File: config.mk
export PLATFORM = sky130hd
export DESIGN_NAME = bitmap_with_find_first
export DESIGN_NICKNAME = d
export VERILOG_FILES = /design/src/bmff_pkg.sv /design/src/bitmap_with_find_first.sv
export SDC_FILE = /design/constraint.sdc
export NUM_CORES = 2
export LEC_CHECK = 0
export ABC_AREA = 1
export BUFFER_PORTS_ARGS = -buffer_cell sky130_fd_sc_hd__buf_2
export CELL_PAD_IN_SITES_DETAIL_PLACEMENT = 0
export CELL_PAD_IN_SITES_GLOBAL_PLACEMENT = 1
export CORE_MARGIN = 1.5
export CORE_UTILIZATION = 48
export CTS_CLUSTER_DIAMETER = 150
export DETAILED_ROUTE_END_ITERATION = 6
export GPL_TIMING_DRIVEN = 0
export PLACE_DENSITY_LB_ADDON = 0.1
export RECOVER_POWER = 100
export SETUP_SLACK_MARGIN = 0.5
export SYNTH_ARGS = -nofsm -noshare
export SYNTH_HDL_FRONTEND = slang
export SYNTH_SLANG_ARGS = --single-unit
export TNS_END_PERCENT = 20
File: constraint.sdc
create_clock -name clk -period 5.6 [get_ports clk]
set_clock_uncertainty 0.15 [all_clocks]
set_input_delay 0 -clock clk [delete_from_list [all_inputs] [get_ports clk]]
set_output_delay 0 -clock clk [all_outputs]
set_load 0.01 [all_outputs]
File: src/bmff_pkg.sv
// Shared types and fixed field widths for the bitmap with find-first block.
// No dependencies; imported by bitmap_with_find_first.
`default_nettype none

package bmff_pkg;

	localparam int OP_W      = 3;
	localparam int IDX_W     = 10;
	localparam int CFG_W     = 11;
	// signed offset of an index or the size against the current word base
	localparam int REL_W     = 12;
	localparam int BASE_W    = 11;
	localparam int S_TDATA_W = 16;
	localparam int M_TDATA_W = 16;

	typedef enum logic [OP_W-1:0] {
		OP_SET    = 3'd0,
		OP_CLR    = 3'd1,
		OP_TEST   = 3'd2,
		OP_FSET   = 3'd3,
		OP_FCLR   = 3'd4,
		OP_CLRALL = 3'd5
	} op_t;

	typedef enum logic [1:0] {
		ST_CLEAR,
		ST_IDLE,
		ST_SCAN,
		ST_DONE
	} state_t;

endpackage

`default_nettype wire

File: src/bitmap_with_find_first.sv
// Bitmap with set/clear/test, find-first-set, find-first-clear and clear-all; needs bmff_pkg.
// Flow: index errors and undefined opcodes go straight from the beat to the result;
//   set/clear/test scan up to the word holding the index; searches scan until a hit or
//   the last word under the size; clear-all writes every word. One word per cycle.
// One item at a time: s_tready is back the cycle after the result loads into m_tdata.
// Reset: a clearing pass over every word zeroes the store; s_tready is low.
`default_nettype none

module bitmap_with_find_first
	import bmff_pkg::*;
#(
	parameter int NBITS     = 1024,
	parameter int WORD_BITS = 32
) (
	input  wire                  clk,
	input  wire                  arst_n,
	input  wire                  cfg_we,
	input  wire [CFG_W-1:0]      cfg_wdata,
	input  wire                  s_tvalid,
	output logic                 s_tready,
	// [2:0] opcode, [12:3] bit_index, [15:13] zero
	input  wire [S_TDATA_W-1:0]  s_tdata,
	output logic                 m_tvalid,
	input  wire                  m_tready,
	// [0] bit_value, [1] found, [11:2] found_index, [12] index_error, [15:13] zero
	output logic [M_TDATA_W-1:0] m_tdata
);

	localparam int NWORDS = (NBITS + WORD_BITS - 1) / WORD_BITS;
	localparam int WA     = (NWORDS > 1) ? $clog2(NWORDS) : 1;
	localparam int WBW    = (WORD_BITS > 1) ? $clog2(WORD_BITS) : 1;
	localparam logic [WA-1:0]            LAST_ADDR = WA'(NWORDS - 1);
	localparam logic signed [REL_W-1:0]  WB_S      = REL_W'(WORD_BITS);

	state_t state_q, state_d;

	logic [CFG_W-1:0]           cfg_q;
	logic [CFG_W-1:0]           size_eff;
	op_t                        in_op;
	logic [IDX_W-1:0]           in_idx;
	logic                       in_err;
	logic                       in_undef;

	op_t                        op_q;
	logic                       pend_q;
	logic [WA-1:0]              addr_q, addr_d;
	logic [BASE_W-1:0]          base_q;
	logic signed [REL_W-1:0]    rel_idx_q, rel_size_q;

	logic [WORD_BITS-1:0]       mem [NWORDS];
	logic [WORD_BITS-1:0]       rd_data_q;
	logic                       mem_we;
	logic [WA-1:0]              mem_wa;
	logic [WORD_BITS-1:0]       mem_wd;

	logic [WORD_BITS-1:0]       search_mask, cand;
	logic                       any_hit, in_word, last_word;
	logic [WBW-1:0]             first_pos, bit_pos;

	logic                       res_bv_q, res_fnd_q, res_err_q;
	logic [IDX_W-1:0]           res_fidx_q;
	logic                       out_bv_q, out_fnd_q, out_err_q;
	logic [IDX_W-1:0]           out_fidx_q;
	logic                       m_tvalid_q;
	logic                       out_load;

	assign in_op    = op_t'(s_tdata[OP_W-1:0]);
	assign in_idx   = s_tdata[OP_W+IDX_W-1:OP_W];
	assign size_eff = (32'(cfg_q) > 32'(NBITS)) ? CFG_W'(NBITS) : cfg_q;
	assign in_err   = (in_op == OP_SET || in_op == OP_CLR || in_op == OP_TEST ||
	                   in_op == OP_FSET) && ({1'b0, in_idx} >= size_eff);
	assign in_undef = !(in_op == OP_SET || in_op == OP_CLR || in_op == OP_TEST ||
	                    in_op == OP_FSET || in_op == OP_FCLR || in_op == OP_CLRALL);

	// word evaluation: bits below the size and, for find-first-set, at or after the start index
	always_comb begin
		search_mask = '0;
		for (int p = 0; p < WORD_BITS; p++) begin
			search_mask[p] = ($signed(REL_W'(p)) < rel_size_q) &&
			                 ((op_q != OP_FSET) || ($signed(REL_W'(p)) >= rel_idx_q));
		end
		cand    = ((op_q == OP_FSET) ? rd_data_q : ~rd_data_q) & search_mask;
		any_hit = |cand;
		first_pos = '0;
		for (int p = WORD_BITS - 1; p >= 0; p--) begin
			if (cand[p]) first_pos = WBW'(p);
		end
		in_word   = rel_idx_q < WB_S;
		last_word = rel_size_q <= WB_S;
		bit_pos   = rel_idx_q[WBW-1:0];
	end

	assign out_load = (state_q == ST_DONE) && (!m_tvalid_q || m_tready);

	// next state
	always_comb begin
		state_d = state_q;
		case (state_q)
			ST_CLEAR: begin
				if (addr_q == LAST_ADDR) state_d = pend_q ? ST_DONE : ST_IDLE;
			end
			ST_IDLE: begin
				if (s_tvalid) begin
					if (in_err || in_undef) state_d = ST_DONE;
					else if (in_op == OP_CLRALL) state_d = ST_CLEAR;
					else state_d = ST_SCAN;
				end
			end
			ST_SCAN: begin
				case (op_q)
					OP_SET, OP_CLR, OP_TEST: begin
						if (in_word) state_d = ST_DONE;
					end
					OP_FSET, OP_FCLR: begin
						if (any_hit || last_word) state_d = ST_DONE;
					end
					default: state_d = ST_DONE;
				endcase
			end
			ST_DONE: begin
				if (out_load) state_d = ST_IDLE;
			end
			default: state_d = ST_IDLE;
		endcase
	end

	// sequencer outputs: handshake, memory write and the read address
	always_comb begin
		s_tready = 1'b0;
		mem_we   = 1'b0;
		mem_wa   = addr_q;
		mem_wd   = rd_data_q;
		addr_d   = addr_q;
		case (state_q)
			ST_CLEAR: begin
				mem_we = 1'b1;
				mem_wd = '0;
				addr_d = (addr_q == LAST_ADDR) ? '0 : addr_q + WA'(1);
			end
			ST_IDLE: begin
				s_tready = 1'b1;
				addr_d   = '0;
			end
			ST_SCAN: begin
				if ((op_q == OP_SET || op_q == OP_CLR) && in_word) begin
					mem_we = 1'b1;
					if (op_q == OP_SET) mem_wd = rd_data_q | (WORD_BITS'(1) << bit_pos);
					else mem_wd = rd_data_q & ~(WORD_BITS'(1) << bit_pos);
				end
				if (state_d == ST_SCAN) addr_d = addr_q + WA'(1);
			end
			ST_DONE: begin
				addr_d = '0;
			end
			default: begin
				addr_d = '0;
			end
		endcase
	end

	always_ff @(posedge clk or negedge arst_n) begin
		if (!arst_n) begin
			state_q    <= ST_CLEAR;
			addr_q     <= '0;
			pend_q     <= 1'b0;
			cfg_q      <= CFG_W'(1024);
			m_tvalid_q <= 1'b0;
		end else begin
			state_q <= state_d;
			addr_q  <= addr_d;
			if (cfg_we) cfg_q <= cfg_wdata;
			if (state_q == ST_IDLE && s_tvalid) pend_q <= (in_op == OP_CLRALL) && !in_err;
			else if (state_q == ST_DONE) pend_q <= 1'b0;
			if (out_load) m_tvalid_q <= 1'b1;
			else if (m_tready) m_tvalid_q <= 1'b0;
		end
	end

	always_ff @(posedge clk) begin
		if (mem_we) mem[mem_wa] <= mem_wd;
		rd_data_q <= mem[addr_d];
	end

	// item and result payload
	always_ff @(posedge clk) begin
		if (state_q == ST_IDLE && s_tvalid) begin
			op_q       <= in_op;
			base_q     <= '0;
			rel_idx_q  <= $signed(REL_W'(in_idx));
			rel_size_q <= $signed(REL_W'(size_eff));
			res_bv_q   <= 1'b0;
			res_fnd_q  <= 1'b0;
			res_fidx_q <= '0;
			res_err_q  <= in_err;
		end else if (state_q == ST_SCAN) begin
			base_q     <= base_q + BASE_W'(WORD_BITS);
			rel_idx_q  <= rel_idx_q - WB_S;
			rel_size_q <= rel_size_q - WB_S;
			if (op_q == OP_TEST && in_word) res_bv_q <= rd_data_q[bit_pos];
			if ((op_q == OP_FSET || op_q == OP_FCLR) && any_hit) begin
				res_fnd_q  <= 1'b1;
				res_fidx_q <= IDX_W'(base_q + BASE_W'(first_pos));
			end
		end
		if (out_load) begin
			out_bv_q   <= res_bv_q;
			out_fnd_q  <= res_fnd_q;
			out_fidx_q <= res_fidx_q;
			out_err_q  <= res_err_q;
		end
	end

	assign m_tvalid = m_tvalid_q;
	assign m_tdata  = {3'b000, out_err_q, out_fidx_q, out_fnd_q, out_bv_q};

	// a bit access never scans past the word holding its index
	assert property (@(posedge clk) disable iff (!arst_n)
		(state_q == ST_SCAN && (op_q == OP_SET || op_q == OP_CLR || op_q == OP_TEST))
		|-> !rel_idx_q[REL_W-1])
		else $error("bit access scanned past its word");

	assert property (@(posedge clk) disable iff (!arst_n)
		(state_q == ST_SCAN) |-> (addr_q <= LAST_ADDR))
		else $error("scan address beyond store");

	assert property (@(posedge clk) disable iff (!arst_n)
		(state_q == ST_SCAN && mem_we) |-> (op_q == OP_SET || op_q == OP_CLR))
		else $error("store written by a read-only opcode");

	assert property (@(posedge clk) disable iff (!arst_n)
		(m_tvalid_q && out_err_q) |-> (!out_fnd_q && !out_bv_q && out_fidx_q == '0))
		else $error("error result carries other fields");

	assert property (@(posedge clk) disable iff (!arst_n)
		(state_q == ST_SCAN && state_d == ST_DONE && any_hit &&
		 (op_q == OP_FSET || op_q == OP_FCLR))
		|-> ($signed(REL_W'(first_pos)) < rel_size_q))
		else $error("search hit beyond size");

endmodule

`default_nettype wire
==> out/metrics.csv <==
metric;value;unit
fin_hold_ws;0.0511;ns
syn_area_per_cell;10.2;sq um
drv_cap;27;
worstPathRequired;6.11;ns
reg2reg_depth;31;
synth_top_family_by_area;simple AND/OR/NAND/NOR gates;
synth_simple_gate_area_share;19.7;%
numCtsBuffers;117;
pre_cts_ws;-0.512;ns
antenna_found_initial;7;
drt_wl_total;166000;microns
p_per_area;677;mW/mm^2
grt_max_degree;33;
rsz0062_at_grt;true;
path_common_cell;nand2_1;
ant_nets;0;
yosys_most_used_dff;edfxtp_1;
violations;capacitance limit, slew limit;
synth-seq-cells;1134;
drc;0;
drtIter0Drc;3778;
multi_input_area;0.0141;sq mm
fill_cells;9128;
layout-drive-gt1-share;13.5;%
dr.pass1.iters;6;
h-tree-depth;3;
initial_core_util;48.3;%
ir_drop;0.381;mV
grt_pass1_wl;237000;microns
fp.dieH;328;microns
hold_viol;0;
cts_tree;yes;
crit_family;simple AND/OR/NAND/NOR gates;
fin_ws;0.363;ns
synth_edf_count;1062;
dp_cells;6503;
area_growth;18.2;%
rows;119;
yosys_warnings;0;
critical_path_buf_inv_count;7;
cts-root-buf;clkbuf_16;
muxShareOfSynthArea;0.177;%
grt_pass1_vias;34400;
io_pins;50;
worst_slew_pin_slew;2.58;ns
cts.sinks;1134;
dpl.hpwl;118000;microns
worstSetupPathType;flop to flop;
core_area;0.105;sq mm
track_usage;30.6;%
yosysSeqAreaShare;65.8;%
finalNetCount;5362;
min_period;5.24;ns
chipWidth;328;microns
critPathMaxFanout;10;
overflow;0;
slew_headroom;-72.2;%
setup_viol;0;
cp-start-kind;flop;
fin_crit_sh;93.5;%
via_count;36700;
clk_latency;0.72;ns
cp.arrival;5.75;ns
clkTransAtPathRegs;0.06;ns
synth_xor_area_share;0.138;%
seq_area;0.0334;sq mm
cpPeakStageDelay;0.50;ns
synth_compound_area_share;5.31;%
dieArea;0.108;sq mm
outcome;finished with violations;
crit_cells;31;
critPathSlowestCell;nor2_1;
finalPower;0.0407;W
min_path_type;input pin to flop;
hold_path_depth;4;
gp_congestion;0.965;
fmax;0.191;GHz
critPathCaptureType;flop;
async_flop_share;1.76;%
final_cells;6798;
synth_fa_ha_area_share;0.517;%
wl_per_cell;24.5;microns
port_buffers;43;
leakagePower;24.7;nW
via_per_inst;5.40;
clk_path_buf_depth;3;
maxSlewViolCount;443;
syn_area;0.0508;sq mm
ys_types;65;
synthCells;5002;
## layout by cell type (no fill, tap or decap), types with 14 or more instances in the layout
master	n
a21oi_1	36
buf_12	32
buf_16	23
buf_2	73
buf_4	63
buf_6	37
clkbuf_1	97
clkbuf_16	127
clkbuf_2	37
clkbuf_4	52
clkinv_1	28
clkinv_2	15
dfrtp_1	19
dfxtp_1	52
dlygate4sd3_1	62
edfxtp_1	1062
ha_1	19
inv_1	726
inv_2	16
nand2_1	1492
nand2_2	41
nand2_4	14
nand3_1	547
nand3_2	100
nor2_1	106
nor2_2	14
nor3_1	42
o211ai_1	141
o21ai_0	129
o22ai_1	33
## path summary, 6_finish.rpt
kind	from	end	slack [ns]
setup / recovery	rel_idx_q[3]	rd_data_q[8]	0.36
hold / removal	s_tdata[8]	rel_idx_q[5]	0.05
setup reg to reg	rel_idx_q[3]	rd_data_q[8]	0.36
hold reg to reg	res_err_q	out_err_q	0.27
max in group asynchronous	arst_n	state_q[0]	3.61
min in group asynchronous	arst_n	cfg_q[10]	0.20
## worst min-delay path, cell delays in order
cell and delay, ns:
dlygate4sd3_1 0.52, buf_2 0.14, nand2_1 0.06, o21ai_0 0.07
## flip-flops by register name, indices dropped and copies added (netlist names)
name,flops
mem,1024
rd_data_q,32
rel_idx_q,12
rel_size_q,12
cfg_q,11
out_fidx_q,10
res_fidx_q,10
addr_q,5
base_q,5
op_q,3
state_q,2
m_tvalid,1
out_bv_q,1
out_err_q,1
out_fnd_q,1
pend_q,1
res_bv_q,1
res_err_q,1
res_fnd_q,1
## logic make-up after synthesis
logic type               after synthesis
adder cells (fa/ha/maj)               21
other                                  1
buffers and inverters               1018
flip-flops                          1134
AO/OA/AOI/OAI                        416
XOR/XNOR                               8
AND/OR/NAND/NOR                     2396
multiplexers                           8
## layout make-up
| type | instances | area share, % |
|---|---|---|
| Tap cell | 1391 | 2.90 |
| Timing Repair Buffer | 186 | 3.54 |
| Multi-Input combinational cell | 2852 | 23.5 |
| Clock buffer | 162 | 5.52 |
| Clock inverter | 53 | 0.777 |
| Buffer | 268 | 3.34 |
| Antenna cell | 2 | 0.00833 |
| Inverter | 750 | 4.72 |
| Sequential cell | 1134 | 55.7 |
## what timing repair did
action / in CTS / in global routing
endpoints found under the setup margin: 33 / 102
pin swaps: 2 / 44
gates resized for setup: 183 / 275
buffers inserted: 2 / 10
cloned: 1 / 2
endpoints found under the hold margin: 78 / 0
hold buffers: 63 / 0
## layer usage
layer	GRT usage, %	wire (microns)	share of wire, %	vias up
met4	13.3	8210	4.9	4
met3	3.97	12200	7.4	288
li1	-	-	-	17300
met2	47.6	74700	45	1377
met1	43.5	71100	43	17800
met5	0	21	0.013	-
## power by group
group          leakage [nW]  internal, W  switching (W)
sequential             10.4       0.0116       0.000393
clock                  1.86      0.00447        0.00323
combinational          12.4      0.00585         0.0151
total                  24.7       0.0219         0.0187
## synthesized netlist by cell type (3+ instances only)
master    count  area, sq um
buf_2       146          731
nand2_2       8         50.1
dfxtp_1      52         1040
o211ai_2      3         37.5
mux2_2        8         90.1
o22ai_1      35          219
nor2_2        3         18.8
inv_1       728         2730
a221oi_1      5         43.8
nand2_1    1539         5780
o31ai_1       6         45.0
dfrtp_1      19          475
a31oi_1      11         68.8
nand3_1     655         3280
clkbuf_1     65          244
nand3_2       3         30.0
nor3_1       42          210
inv_2        18         67.6
nand4_1       8         50.1
buf_4        12         90.1
a21oi_1      38          190
buf_6        22          248
xor2_1        6         52.6
o21ai_1      11         55.1
ha_1         21          263
buf_1        22         82.6
edfxtp_1   1062        31900
o21ai_0     130          651
nor2_1      125          469
o211ai_1    141         1060
clkinv_1      4         15.0
o221ai_1      4         35.0
a22oi_1       7         52.6
## metrics by stage
stage	TNS [ns]	area, sq um	util, %
3_5_place_dp	-12.51	54900	52.2
5_1_grt	0	60000	57.1
4_1_cts	0	59900	56.9
2_1_floorplan	0	50800	-
3_3_place_gp	-1309.56	52700	50.2
6_report	0	60000	57.1
(Power assumes the default switching activity.)
